`src/rtl/aoc_pkg.sv`:
```
package aoc_pkg;

  localparam int unsigned ValW = 12;
  localparam int unsigned AccW = 16;
  localparam int unsigned OffW = 11;
  localparam int unsigned CntW = 8;
  localparam int unsigned MapW = 3;
  localparam int unsigned CfgIdxW = 3;
  localparam int unsigned CfgDataW = 9;
  localparam int unsigned NumAxes = 3;

  typedef logic signed [ValW-1:0] val_t;
  typedef logic [AccW-1:0] acc_t;
  typedef val_t [NumAxes-1:0] trio_t;
  typedef acc_t [NumAxes-1:0] acc_trio_t;
  typedef logic [MapW-1:0] map_t;
  typedef map_t [NumAxes-1:0] map_trio_t;

  typedef enum logic [1:0] {
    RANGE_8G  = 2'd0,
    RANGE_2G  = 2'd1,
    RANGE_4G  = 2'd2,
    RANGE_BAD = 2'd3
  } range_e;

  typedef enum logic [2:0] {
    ST_IDLE    = 3'd0,
    ST_REJECT  = 3'd1,
    ST_UPDATED = 3'd2,
    ST_DONE    = 3'd3,
    ST_FAILED  = 3'd4
  } status_e;

  typedef enum logic [CfgIdxW-1:0] {
    CFG_RANGE    = 3'd0,
    CFG_MAP_X    = 3'd1,
    CFG_MAP_Y    = 3'd2,
    CFG_MAP_Z    = 3'd3,
    CFG_OVERRUN  = 3'd4,
    CFG_FUZZ     = 3'd5,
    CFG_ONE_G    = 3'd6,
    CFG_MAX_ATT  = 3'd7
  } cfg_idx_e;

  // map codes: +x, -x, +y, -y, +z, -z; above MAP_LAST selects nothing
  localparam map_t MAP_POS_X = 3'd0;
  localparam map_t MAP_NEG_X = 3'd1;
  localparam map_t MAP_POS_Y = 3'd2;
  localparam map_t MAP_NEG_Y = 3'd3;
  localparam map_t MAP_POS_Z = 3'd4;
  localparam map_t MAP_NEG_Z = 3'd5;
  localparam map_t MAP_LAST  = 3'd5;

  typedef struct packed {
    logic fresh;    // beat starts a new calibration
    logic clr_en;   // write zero to the accumulator
    logic load_en;  // write the updated sum
  } lane_ctl_t;

  typedef struct packed {
    logic pass;
    acc_t sum_nxt;
  } lane_res_t;

  typedef struct packed {
    status_e           status;
    logic [OffW-1:0]   off_x;
    logic [OffW-1:0]   off_y;
    logic [OffW-1:0]   off_z;
    logic [CntW-1:0]   attempts;
  } out_beat_t;

  function automatic val_t decode(input logic [9:0] raw, input range_e mode);
    val_t v;
    if (mode == RANGE_8G) begin
      v = {{(ValW-10){raw[9]}}, raw};
    end else begin
      v = {{(ValW-8){raw[7]}}, raw[7:0]};
      if (mode == RANGE_4G) begin
        v = v <<< 1;
      end
    end
    return v;
  endfunction

endpackage

```
`src/rtl/aoc_lane.sv`:
```
module aoc_lane (
  input  logic               clk_i,
  input  logic               rst_ni,
  input  aoc_pkg::trio_t     samp_i,
  input  aoc_pkg::map_t      code_i,
  input  logic [8:0]         target_i,
  input  logic [6:0]         fuzz_i,
  input  aoc_pkg::lane_ctl_t ctl_i,
  output aoc_pkg::lane_res_t res_o
);
  import aoc_pkg::*;

  acc_t sum_q, sum_d;
  acc_t base;
  val_t r, tgt, lo, hi, delta;

  always_comb begin
    unique case (code_i)
      MAP_POS_X: r = samp_i[0];
      MAP_NEG_X: r = -samp_i[0];
      MAP_POS_Y: r = samp_i[1];
      MAP_NEG_Y: r = -samp_i[1];
      MAP_POS_Z: r = samp_i[2];
      MAP_NEG_Z: r = -samp_i[2];
      default:   r = '0;
    endcase
  end

  assign tgt   = val_t'({3'b000, target_i});
  assign lo    = tgt - val_t'({5'b00000, fuzz_i});
  assign hi    = tgt + val_t'({5'b00000, fuzz_i});
  assign delta = tgt - r;
  assign base  = ctl_i.fresh ? '0 : sum_q;

  assign res_o.pass    = (r > lo) && (r < hi);
  assign res_o.sum_nxt = base + {{(AccW-ValW){delta[ValW-1]}}, delta};

  always_comb begin
    sum_d = sum_q;
    if (ctl_i.load_en) begin
      sum_d = res_o.sum_nxt;
    end else if (ctl_i.clr_en) begin
      sum_d = '0;
    end
  end

  always_ff @(posedge clk_i or negedge rst_ni) begin
    if (!rst_ni) begin
      sum_q <= '0;
    end else begin
      sum_q <= sum_d;
    end
  end

endmodule

```
`src/rtl/aoc_merge.sv`:
```
module aoc_merge (
  input  aoc_pkg::map_trio_t               codes_i,
  input  aoc_pkg::lane_res_t [2:0]         lanes_i,
  input  aoc_pkg::acc_trio_t               base_i,
  output aoc_pkg::acc_trio_t               unmapped_o,
  output logic                             all_pass_o
);
  import aoc_pkg::*;

  // later board axis wins when two lanes name the same sensor axis
  always_comb begin
    for (int a = 0; a < NumAxes; a++) begin
      unmapped_o[a] = base_i[a];
      for (int b = 0; b < NumAxes; b++) begin
        if (codes_i[b] <= MAP_LAST && codes_i[b][2:1] == 2'(a)) begin
          unmapped_o[a] = codes_i[b][0] ? -lanes_i[b].sum_nxt : lanes_i[b].sum_nxt;
        end
      end
    end
  end

  assign all_pass_o = lanes_i[0].pass & lanes_i[1].pass & lanes_i[2].pass;

endmodule

```
`src/rtl/accel_offset_calibration.sv`:
```
// channel | dir | handshake             | payload
// in      | in  | in_valid_i/in_stall_o  | start_req, data_ready, overrun, raw_x/y/z
// out     | out | out_valid_o/out_stall_i| status, offset_x/y/z, attempts
// cfg     | in  | cfg_we_i              | cfg_idx_i, cfg_wdata_i
//
// One beat per cycle unless in_stall_o is high; results are registered.
// Three axis lanes and the merge settle the state in the accepting cycle.
// Output register plus one skid entry; in_stall_o rises only when both hold.
// Reset is asynchronous, active low, and restores the default configuration.
module accel_offset_calibration (
  input  logic        clk_i,
  input  logic        rst_ni,
  input  logic        in_valid_i,
  output logic        in_stall_o,
  input  logic        start_req_i,
  input  logic        data_ready_i,
  input  logic        overrun_i,
  input  logic [9:0]  raw_x_i,
  input  logic [9:0]  raw_y_i,
  input  logic [9:0]  raw_z_i,
  output logic        out_valid_o,
  input  logic        out_stall_i,
  output logic [2:0]  status_o,
  output logic [10:0] offset_x_o,
  output logic [10:0] offset_y_o,
  output logic [10:0] offset_z_o,
  output logic [7:0]  attempts_o,
  input  logic        cfg_we_i,
  input  logic [2:0]  cfg_idx_i,
  input  logic [8:0]  cfg_wdata_i
);
  import aoc_pkg::*;

  range_e         range_q;
  map_trio_t      map_q;
  logic           chk_q;
  logic [6:0]     fuzz_q;
  logic [8:0]     one_g_q;
  logic [CntW-1:0] max_q;

  logic           cal_q, cal_d;
  logic [CntW-1:0] cnt_q, cnt_d;
  acc_trio_t      unm_q, unm_d;

  out_beat_t      out_q, skid_q, beat;
  logic           out_valid_q, skid_valid_q;

  logic           acc, cal_eff, rej, fail, done, upd, all_pass;
  logic [CntW-1:0] cnt_eff, cnt_bump;
  acc_trio_t      unm_base, unm_new;
  trio_t          samp;
  lane_ctl_t      ctl;
  lane_res_t [2:0] lanes;
  status_e        status;

  always_ff @(posedge clk_i or negedge rst_ni) begin
    if (!rst_ni) begin
      range_q <= RANGE_4G;
      map_q   <= {MAP_NEG_Z, MAP_POS_Y, MAP_POS_X};
      chk_q   <= 1'b1;
      fuzz_q  <= 7'd3;
      one_g_q <= 9'd64;
      max_q   <= 8'd20;
    end else if (cfg_we_i) begin
      unique case (cfg_idx_i)
        CFG_RANGE:   range_q  <= range_e'(cfg_wdata_i[1:0]);
        CFG_MAP_X:   map_q[0] <= cfg_wdata_i[2:0];
        CFG_MAP_Y:   map_q[1] <= cfg_wdata_i[2:0];
        CFG_MAP_Z:   map_q[2] <= cfg_wdata_i[2:0];
        CFG_OVERRUN: chk_q    <= cfg_wdata_i[0];
        CFG_FUZZ:    fuzz_q   <= cfg_wdata_i[6:0];
        CFG_ONE_G:   one_g_q  <= cfg_wdata_i;
        CFG_MAX_ATT: max_q    <= cfg_wdata_i[7:0];
      endcase
    end
  end

  assign in_stall_o = skid_valid_q;
  assign acc        = in_valid_i & ~in_stall_o;

  assign samp[0] = decode(raw_x_i, range_q);
  assign samp[1] = decode(raw_y_i, range_q);
  assign samp[2] = decode(raw_z_i, range_q);

  assign cal_eff  = start_req_i | cal_q;
  assign cnt_eff  = start_req_i ? '0 : cnt_q;
  assign cnt_bump = (cnt_eff == '1) ? cnt_eff : cnt_eff + 1'b1;
  assign unm_base = start_req_i ? '0 : unm_q;

  assign rej  = ~data_ready_i | (range_q == RANGE_BAD) | (chk_q & overrun_i);
  assign fail = cal_eff & (cnt_eff > max_q);
  assign done = cal_eff & ~fail & ~rej & all_pass;
  assign upd  = cal_eff & ~fail & ~rej & ~all_pass;

  assign ctl.fresh   = start_req_i;
  assign ctl.clr_en  = acc & start_req_i;
  assign ctl.load_en = acc & upd;

  for (genvar g = 0; g < NumAxes; g++) begin : g_lane
    aoc_lane u_lane (
      .clk_i    (clk_i),
      .rst_ni   (rst_ni),
      .samp_i   (samp),
      .code_i   (map_q[g]),
      .target_i ((g == NumAxes - 1) ? one_g_q : 9'd0),
      .fuzz_i   (fuzz_q),
      .ctl_i    (ctl),
      .res_o    (lanes[g])
    );
  end

  aoc_merge u_merge (
    .codes_i    (map_q),
    .lanes_i    (lanes),
    .base_i     (unm_base),
    .unmapped_o (unm_new),
    .all_pass_o (all_pass)
  );

  always_comb begin
    status = ST_IDLE;
    cal_d  = cal_eff;
    cnt_d  = cnt_eff;
    unm_d  = unm_base;
    if (fail) begin
      status = ST_FAILED;
      cal_d  = 1'b0;
    end else if (cal_eff & rej) begin
      status = ST_REJECT;
      cnt_d  = cnt_bump;
    end else if (done) begin
      status = ST_DONE;
      cal_d  = 1'b0;
    end else if (upd) begin
      status = ST_UPDATED;
      cnt_d  = cnt_bump;
      unm_d  = unm_new;
    end
  end

  assign beat.status   = status;
  assign beat.off_x    = unm_d[0][OffW-1:0];
  assign beat.off_y    = unm_d[1][OffW-1:0];
  assign beat.off_z    = unm_d[2][OffW-1:0];
  assign beat.attempts = cnt_d;

  always_ff @(posedge clk_i or negedge rst_ni) begin
    if (!rst_ni) begin
      cal_q <= 1'b0;
      cnt_q <= '0;
      unm_q <= '0;
    end else if (acc) begin
      cal_q <= cal_d;
      cnt_q <= cnt_d;
      unm_q <= unm_d;
    end
  end

  always_ff @(posedge clk_i or negedge rst_ni) begin
    if (!rst_ni) begin
      out_valid_q  <= 1'b0;
      skid_valid_q <= 1'b0;
    end else if (skid_valid_q) begin
      if (!out_stall_i) begin
        skid_valid_q <= 1'b0;
      end
    end else if (acc) begin
      if (out_valid_q && out_stall_i) begin
        skid_valid_q <= 1'b1;
      end else begin
        out_valid_q <= 1'b1;
      end
    end else if (!out_stall_i) begin
      out_valid_q <= 1'b0;
    end
  end

  always_ff @(posedge clk_i) begin
    if (skid_valid_q) begin
      if (!out_stall_i) begin
        out_q <= skid_q;
      end
    end else if (acc) begin
      if (out_valid_q && out_stall_i) begin
        skid_q <= beat;
      end else begin
        out_q <= beat;
      end
    end
  end

  assign out_valid_o = out_valid_q;
  assign status_o    = out_q.status;
  assign offset_x_o  = out_q.off_x;
  assign offset_y_o  = out_q.off_y;
  assign offset_z_o  = out_q.off_z;
  assign attempts_o  = out_q.attempts;

endmodule

```
`config.mk`:
```
export PLATFORM = sky130hd
export DESIGN_NAME = accel_offset_calibration
export DESIGN_NICKNAME = d
export VERILOG_FILES = /design/src/rtl/aoc_pkg.sv /design/src/rtl/aoc_lane.sv /design/src/rtl/aoc_merge.sv /design/src/rtl/accel_offset_calibration.sv
export SDC_FILE = /design/constraint.sdc
export NUM_CORES = 1
export LEC_CHECK = 0
export BUFFER_PORTS_ARGS = -buffer_cell sky130_fd_sc_hd__buf_2
export CAP_MARGIN = 5
export CELL_PAD_IN_SITES_DETAIL_PLACEMENT = 1
export CELL_PAD_IN_SITES_GLOBAL_PLACEMENT = 1
export CORE_ASPECT_RATIO = 2
export CORE_MARGIN = 1
export CORE_UTILIZATION = 45
export CTS_CLUSTER_DIAMETER = 40
export DETAILED_ROUTE_END_ITERATION = 16
export MAX_ROUTING_LAYER = met4
export PLACE_DENSITY = 0.83
export SKIP_CTS_REPAIR_TIMING = 1
export SLEW_MARGIN = 0
export SYNTH_ARGS = -nofsm -noshare
export SYNTH_HDL_FRONTEND = slang
export SYNTH_SLANG_ARGS = --single-unit
```
`constraint.sdc`:
```
create_clock -name clk_i -period 15.4 [get_ports clk_i]
set_input_delay 2.31 -clock clk_i [delete_from_list [all_inputs] [get_ports clk_i]]
set_output_delay 2.31 -clock clk_i [all_outputs]
set_load 0.01 [all_outputs]
```
==> results of run 1 <==
## registers in the layout (all words and copies together), names as in the netlist
signal and flops:
offset_y_o 11, chk_q 1, skid_q 44, range_q 2, cal_q 1, out_valid_o 1
status_o 3, offset_z_o 11, one_g_q 9, g_lane.u_lane.sum_q 33, unm_q 33, map_q 9
cnt_q 8, attempts_o 8, fuzz_q 7, offset_x_o 11, in_stall_o 1, max_q 8
## metrics by stage
step | hold WS (ns) | total power, mW
CTS | 0.4865 | 3.914
detailed placement | 0.4689 | 3.335
global placement | 0.4517 | 3.243
global route | 0.4989 | 4.191
floorplan | 0.4379 | 2.515
finish | 0.4858 | 3.951
## worst reg2reg max path: stages (launching register included)
cell and delay (ns):
sky130_fd_sc_hd__dfstp_2 0.52, sky130_fd_sc_hd__buf_4 0.30, sky130_fd_sc_hd__nor2b_4 0.79, sky130_fd_sc_hd__mux2i_1 0.42
sky130_fd_sc_hd__ha_1 0.26, sky130_fd_sc_hd__nand2b_1 0.16, sky130_fd_sc_hd__a2111oi_4 0.37, sky130_fd_sc_hd__nor2_1 0.08
sky130_fd_sc_hd__a221oi_1 0.28, sky130_fd_sc_hd__a21oi_1 0.09, sky130_fd_sc_hd__a21oi_1 0.60, sky130_fd_sc_hd__ha_1 0.39
sky130_fd_sc_hd__o21ai_0 0.09, sky130_fd_sc_hd__a21oi_1 0.10, sky130_fd_sc_hd__o31ai_1 0.33, sky130_fd_sc_hd__a21boi_0 0.26
sky130_fd_sc_hd__ha_1 0.33, sky130_fd_sc_hd__a21o_1 0.21, sky130_fd_sc_hd__nand2_1 0.09, sky130_fd_sc_hd__nand2_1 0.07
sky130_fd_sc_hd__o311ai_0 0.80, sky130_fd_sc_hd__o41ai_1 0.20, sky130_fd_sc_hd__xnor2_1 0.61, sky130_fd_sc_hd__nand2_1 0.16
sky130_fd_sc_hd__o21ai_2 0.12, sky130_fd_sc_hd__nor4_2 0.09, sky130_fd_sc_hd__o31ai_1 0.41
## area by class of cell
type | instances | area, sq um | area share
clock buffer | 24 | 556.8 | 0.02978
multi-input combinational | 1564 | 10820 | 0.5790
clock inverter | 14 | 166.4 | 0.008901
sequential | 201 | 5483 | 0.2933
timing repair buffer | 126 | 710.7 | 0.03801
tap | 463 | 579.3 | 0.03099
inverter | 100 | 375.4 | 0.02008
## Yosys cell counts (18+ instances only)
library cell and count:
sky130_fd_sc_hd__mux2_2 73, sky130_fd_sc_hd__nor2_1 126, sky130_fd_sc_hd__clkbuf_1 74, sky130_fd_sc_hd__o21a_1 22, sky130_fd_sc_hd__ha_1 127, sky130_fd_sc_hd__a211oi_1 23, sky130_fd_sc_hd__edfxtp_1 88, sky130_fd_sc_hd__a22o_1 23
sky130_fd_sc_hd__nand2_1 252, sky130_fd_sc_hd__buf_2 22, sky130_fd_sc_hd__xnor2_1 69, sky130_fd_sc_hd__inv_1 95, sky130_fd_sc_hd__nand2b_1 20, sky130_fd_sc_hd__xor2_1 34, sky130_fd_sc_hd__nor3_1 42, sky130_fd_sc_hd__mux2i_1 28
sky130_fd_sc_hd__nand3_1 39, sky130_fd_sc_hd__nor2b_1 67, sky130_fd_sc_hd__o21ai_0 181, sky130_fd_sc_hd__o211ai_1 18, sky130_fd_sc_hd__a21o_1 27, sky130_fd_sc_hd__a21oi_1 95, sky130_fd_sc_hd__dfrtp_1 103
## metal layers
layer | part of all wire | vias to the layer above | track usage
met3 | 0.038 | 290 | 0.03258
met1 | 0.35 | 7954 | 0.3361
met5 | 0 | - | -
met2 | 0.52 | 541 | 0.6282
li1 | - | 7266 | -
met4 | 0.098 | 0 | 0.3004
## cells by family after synthesis
family                     after synthesis  synth area share
and+or+nand+nor                        669            0.1938
adders and majority gates              133           0.09928
muxes                                  104           0.06687
DFF                                    201            0.3185
xor gates and xnor gates               106           0.05647
AOI/OAI and AO/OA                      552            0.2114
buffers and inverters                  218           0.05371
## power by group
part	internal, mW	switching, mW	total (mW)
registers	0.739	0.104	0.843
logic	0.905	1.65	2.55
clock network	0.303	0.250	0.553
total	1.95	2.00	3.95
## cells in the final DEF (no fill, tap or decap), drive strengths merged, types with 9 or more instances in the layout
cell,Yosys,layout
a21o,27,27
mux2,75,75
edfxtp,88,88
xor2,34,34
or2,10,10
nor2b,68,68
o211ai,18,18
o22ai,14,14
ha,127,127
o21a,22,22
nand4,13,13
nand2,252,252
o31ai,16,16
a221oi,9,9
a22o,23,23
nor3,44,44
dfstp,10,10
o21ai,197,197
inv,95,101
clkbuf,74,24
xnor2,69,69
clkinv,5,9
nor4,20,20
nand3,40,40
a21oi,95,95
nor2,126,126
a31oi,12,12
or3,14,14
nand2b,20,20
or4,10,10
dfrtp,103,103
and2,16,16
a211oi,23,23
mux2i,28,28
buf,44,126
## how the worst max path moves through the flow
stage               startpoint             end  cells after the start  slack [ns]
CTS                 raw_x_i[1]  offset_y_o[10]                     28        6.89
global route        raw_x_i[1]  offset_y_o[10]                     28        6.26
floorplan           raw_x_i[3]  offset_y_o[10]                     26        7.96
finish              raw_x_i[1]  offset_y_o[10]                     26        6.66
global placement    raw_x_i[1]   offset_z_o[9]                     24        6.70
detailed placement  raw_x_i[1]  offset_y_o[10]                     28        6.48
==> flow_summary_export.csv, run 1 <==
group,metric,value,unit
clocking,cts_max_path_buffers,3,
die,floorplan.initialDensity,0.4556,
worst_setup_path,critPathArrivalTime,9.04,ns
worst_setup_path,worst_r2r_path_cells,26,
timing,final.setup.tns,0,ns
timing,layout_min_cycle_time,8.742,ns
pwr,cellPowerDensity,211.3,nW/um^2
status,status,"finished clean",
die,die_height,278.6,um
route,routed_wire_length_per_instance,26.35,um
clocking,number_of_h_tree_branching_levels,1,
die,io_pins,96,
pwr,power.ir.vdd_worst,0.00007956,V
worst_setup_path,crit_path_max_incr_delay,0.97,ns
timing,timing.final.setup_violations,0,
global_route,first_pass_grt_wire_length,100.6,mm
route,routed_vias,16050,
min_path,min_to,"g_lane[1].u_lane.sum_q[10]",
synth,syn_area,17220,sq um
route,drt-vias-per-instance,6.441,
route,detailed_router_s_first_iteration_violation_count,814,
clocking,numCtsBuffers,21,
min_path,hold_path.startpoint,"g_lane[1].u_lane.sum_q[10]",
min_path,hold_path_class,"reg2reg",
layout,syn2layout_area_growth,8.598,%
die,design.die.area,39090,sq um
synth,ys_ff_latch,201,
worst_setup_path,rrSetupSlack,7.03,ns
timing,maxClockFrequency,114.4,MHz
timing,hold_viol,0,
clocking,cts_root_buffer,"sky130_fd_sc_hd__clkbuf_16",
clocking,clock-sinks,201,
worst_setup_path,path_buf_inv,2,
layout,post_route_cells_drive_above_1_share,0.1474,
worst_setup_path,worstPathMaxFanout,5,
die,core_region_area,37790,sq um
layout,fillers,4448,
synth,asyncSetResetFlopFracSynth,0.5622,
placement,dpl-instance-area,17970,sq um
layout,postLayoutCoreUtil,0.4948,
global_route,first_global_vias,17220,
timing,worst-slew-pin-transition,1.233,ns
worst_setup_path,critical_path_cell_with_the_highest_stage_delay,"sky130_fd_sc_hd__o21ai_0",
timing,rsz0062_at_grt,"false",
synth,synth.top_cells.by_area,"sky130_fd_sc_hd__edfxtp_1 (15%), sky130_fd_sc_hd__dfrtp_1 (15%), sky130_fd_sc_hd__ha_1 (9.2%)",
die,floorplan_row_count,101,
timing,timing.max_slew.rel_slack,0.1693,
synth,synth.avg_cell_area,8.681,sq um
synth,yosys_most_used_dff,"sky130_fd_sc_hd__dfrtp_1",
synth,post_synth_inst_count,1983,
layout,n_antenna_cell,0,
route,drc,0,
layout,stdcell_area,18700,sq um
die,chipWidth,140.3,um
worst_setup_path,end_of_the_worst_register_to_register_path,"offset_y_o[10]",
placement,post-place-ws,6.484,ns
worst_setup_path,worstPathRequired,15.70,ns
timing,fin_ws,6.658,ns
global_route,maximum_number_of_pins_on_one_net_before_global_route_repair,73,
global_route,overflow,0,
clocking,clk_pin_slew_worst_paths,0.08,ns
flow_run,max-cap-violations,0,
clocking,clk-insertion-delay-late,0.53,ns
timing,fin_crit_sh,0.5676,
synth,yosysUniqueCellTypes,104,
worst_setup_path,worstReg2RegStart,"range_q[1]",
timing,timing_max_transition_violations_final,0,
timing,skew,0.02208,ns
layout,finalNonFillerCells,2492,
placement,detailedPlacementHpwl,49.96,mm
synth,post-synth-top-area-cell,"sky130_fd_sc_hd__edfxtp_1",
worst_setup_path,path_class,"in2reg",
worst_setup_path,critPathCaptureType,"register",
worst_setup_path,setup.worst_path.start_class,"input port",
synth,synthDominantCellAreaShare,0.1535,
route,detailedRoute.firstPassIterationCount,6,
placement,place.detailed.instances,2454,
placement,placement.io_buffers,95,
clocking,cts_tree,"yes",
route,final_routed_wirelength_across_all_metal_layers,65.66,mm
synth,synthesis.nets,2166,
synth,seq_area_frac_synth,0.3185,
global_route,grt_usage,0.3506,
min_path,hold-path-cell-count,2,
pwr,power.static_leakage,8.069,nW
route,ant_nets,0,
placement,globalplace.congestion,0.9944,
worst_setup_path,worst_path_dominant_cell_family,"compound AO/OA/AOI/OAI gates",
layout,finish.net_count,2197,
synth,synth_edf_count,88,
global_route,antenna_violations_before_repair,0,
synth,syn_warnings,0,
Power figures use the tool's default switching activity.
==> run 2: changes to the inputs <==
- ABC_AREA: not set -> 1
- PLACE_DENSITY: 0.83 -> 0.86
- clock period: 15.4 -> 8.6 ns (I/O delays scaled with it)
==> run 2 against run 1 <==
Utilization up 0.80 points; non-clock buffer count down 4; synthesized area up 0.30%; sequential power grew 71%; first-iteration DRC count increased by 0.37%; synthesized cell count rose by 23%; final cell count rose by 20%; critical path depth grew 9; clock power increased by 95%; critical path type is now reg2reg; critical endpoint is now offset_x_o[10]; largest cell class unchanged; highest routed layer unchanged.
==> flow_summary_export.csv, run 2 <==
group,metric,value,unit
status,status,"finished clean",
timing,fin_hold_ws,0.4904,ns
pwr,power.total,6.928,mW
pwr,cellPowerDensity,363.5,nW/um^2
route,final_routed_wirelength_across_all_metal_layers,68.13,mm
clocking,clock-sinks,201,
route,drc,0,
worst_setup_path,critPathCaptureType,"register",
global_route,grt_usage,0.3644,
synth,synth-compound-area-share,0.1547,
die,floorplan.initialDensity,0.4554,
synth,syn_area,17270,sq um
route,routed_wire_length_per_instance,22.72,um
placement,placement.io_buffers,95,
worst_setup_path,crit_path_max_incr_delay,0.86,ns
pwr,power.ir.vdd_worst,0.0001515,V
layout,largestRegisters,"skid_q: 44 flops, g_lane.u_lane.sum_q: 33 flops, unm_q: 33 flops",
synth,synth.avg_cell_area,7.079,sq um
clocking,cts_root_buffer,"sky130_fd_sc_hd__clkbuf_16",
layout,layout_common_cells,"sky130_fd_sc_hd__nand2_1 (605), sky130_fd_sc_hd__inv_1 (317), sky130_fd_sc_hd__nand3_1 (213)",
die,die_height,279.0,um
placement,detailedPlacementHpwl,54.12,mm
synth,ys_ff_latch,201,
die,core_region_area,37910,sq um
timing,rsz0062_at_grt,"false",
route,detailed_router_s_first_iteration_violation_count,817,
min_path,hold-path-cell-count,2,
die,io_pins,96,
timing,final.setup.tns,0,ns
route,drt-vias-per-instance,5.857,
synth,yosys.area_share.xor_xnor,0.04413,
synth,synthesis.nets,2622,
global_route,maximum_number_of_pins_on_one_net_before_global_route_repair,71,
placement,post-place-ws,1.394,ns
synth,post_synth_inst_count,2439,
timing,timing.max_slew.rel_slack,0.2917,
synth,asyncSetResetFlopFracSynth,0.5622,
global_route,first_pass_grt_wire_length,105.6,mm
synth,yosys.area_share.adder,0.09899,
global_route,antenna_violations_before_repair,0,
worst_setup_path,critPathArrivalTime,7.32,ns
synth,synth.most_common_cell,"sky130_fd_sc_hd__nand2_1",
layout,most_common_cell_after_layout_fill_and_taps_aside,"sky130_fd_sc_hd__nand2_1",
clocking,numCtsBuffers,26,
timing,hold_viol,0,
timing,skew,0.02044,ns
worst_setup_path,worstPathMaxFanout,43,
clocking,number_of_h_tree_branching_levels,1,
global_route,overflow,0,
synth,synth.top_cells.by_area,"sky130_fd_sc_hd__edfxtp_1 (15%), sky130_fd_sc_hd__dfrtp_1 (15%), sky130_fd_sc_hd__nand2_1 (13%)",
worst_setup_path,crit_path_frequent_cell,"sky130_fd_sc_hd__nand2_1",
layout,syn2layout_area_growth,10.40,%
timing,worst-slew-pin-transition,1.053,ns
layout,n_antenna_cell,0,
clocking,cts_tree,"yes",
timing,fin_ws,1.581,ns
synth,synth_edf_count,88,
route,routed_vias,17560,
layout,post_route_cells_drive_above_1_share,0.1140,
synth,yosys_most_used_dff,"sky130_fd_sc_hd__dfrtp_1",
synth,syn_warnings,0,
flow_run,max-cap-violations,0,
global_route,first_global_vias,19010,
route,ant_nets,0,
timing,maxClockFrequency,142.5,MHz
synth,synth_simple_gate_area_frac,0.2887,
synth,synth_top_cells_by_count,"sky130_fd_sc_hd__nand2_1 (606), sky130_fd_sc_hd__inv_1 (317), sky130_fd_sc_hd__nand3_1 (213), sky130_fd_sc_hd__nor2_1 (213), sky130_fd_sc_hd__a21oi_1 (144)",
min_path,hold_path_class,"reg2reg",
worst_setup_path,worst_r2r_path_cells,35,
synth,synth.mux.area_fraction,0,
timing,fin_crit_sh,0.8161,
worst_setup_path,worstPathRequired,8.90,ns
layout,registers.top_by_ff_count,"skid_q",
pwr,power.static_leakage,9.417,nW
clocking,clk_pin_slew_worst_paths,0.06,ns
die,design.die.area,39210,sq um
synth,post-synth-top-area-cell,"sky130_fd_sc_hd__edfxtp_1",
clocking,clk-insertion-delay-late,0.56,ns
layout,fillers,4957,
timing,timing.final.setup_violations,0,
die,floorplan_row_count,101,
worst_setup_path,critical_path_cell_with_the_highest_stage_delay,"sky130_fd_sc_hd__dfstp_2",
route,detailedRoute.firstPassIterationCount,6,
synth,yosysUniqueCellTypes,60,
timing,layout_min_cycle_time,7.019,ns
timing,timing_max_transition_violations_final,0,
layout,finish.net_count,2699,
worst_setup_path,path_class,"reg2reg",
die,chipWidth,140.5,um
clocking,cts_max_path_buffers,3,
placement,globalplace.congestion,0.9962,
synth,synthDominantCellAreaShare,0.1530,
layout,postLayoutCoreUtil,0.5028,
synth,synth_top_family_by_area,"simple AND/OR/NAND/NOR gates",
layout,largest_register_ffs,44,
worst_setup_path,setup.worst_path.start_class,"register",
synth,seq_area_frac_synth,0.3175,
[run 2: path summary, 6_finish.rpt]
path,startpoint,endpoint,slack [ns]
setup / recovery,range_q[1],offset_x_o[10],1.58
hold / removal,cnt_q[5],cnt_q[5],0.49
setup reg to reg,range_q[1],offset_x_o[10],1.58
hold reg to reg,cnt_q[5],cnt_q[5],0.49
max in group asynchronous,rst_ni,g_lane[0].u_lane.sum_q[3],6.45
min in group asynchronous,rst_ni,cnt_q[0],0.74
[run 2: area by class of cell]
type / count / area [sq um] / share of cell area
clock buffers: 29 / 683.2 / 0.03584
clock inverters: 19 / 175.2 / 0.009189
inverters: 340 / 1280 / 0.06715
multi-input cells: 1825 / 10180 / 0.5340
flip-flops and latches: 201 / 5484 / 0.2877
well taps: 463 / 579.3 / 0.03039
repair buffers: 122 / 680.7 / 0.03571
[run 2: logic make-up after synthesis]
kind of cell               Yosys count
adders and majority gates          133
AOI/OAI and AO/OA                  451
xor gates and xnor gates            87
buffers and inverters              413
and+or+nand+nor                   1154
DFF                                201
[run 2: power by group]
group	internal, mW	switching (mW)	leakage [nW]
Sequential	1.30	0.147	2.29
Clock	0.596	0.489	0.413
Combinational	1.33	3.08	6.72
[run 2: critical path: cells and delay by family, from the launching register on]
family,cells,cell delay (ns)
and+or+nand+nor,18,2.45
AOI/OAI and AO/OA,9,1.87
adders and majority gates,3,1.03
DFF,1,0.86
buffers and inverters,4,0.30
xor gates and xnor gates,1,0.20
[run 2: metrics by stage]
stage / std cells / cell area (sq um)
2_1_floorplan: 2439 / 17270
3_3_place_gp: 2951 / 18200
3_5_place_dp: 2951 / 18200
4_1_cts: 2999 / 19060
5_1_grt: 2999 / 19060
6_report: 2999 / 19060
[run 2: routing by layer]
layer | wire length (um) | share of wire | vias to the layer above | global-route usage
met4 | 6826 | 0.10 | 0 | 0.3155
met1 | 22940 | 0.34 | 8507 | 0.3269
li1 | - | - | 8236 | -
met5 | 0 | 0 | - | -
met3 | 2505 | 0.037 | 320 | 0.04493
met2 | 35860 | 0.53 | 501 | 0.6699
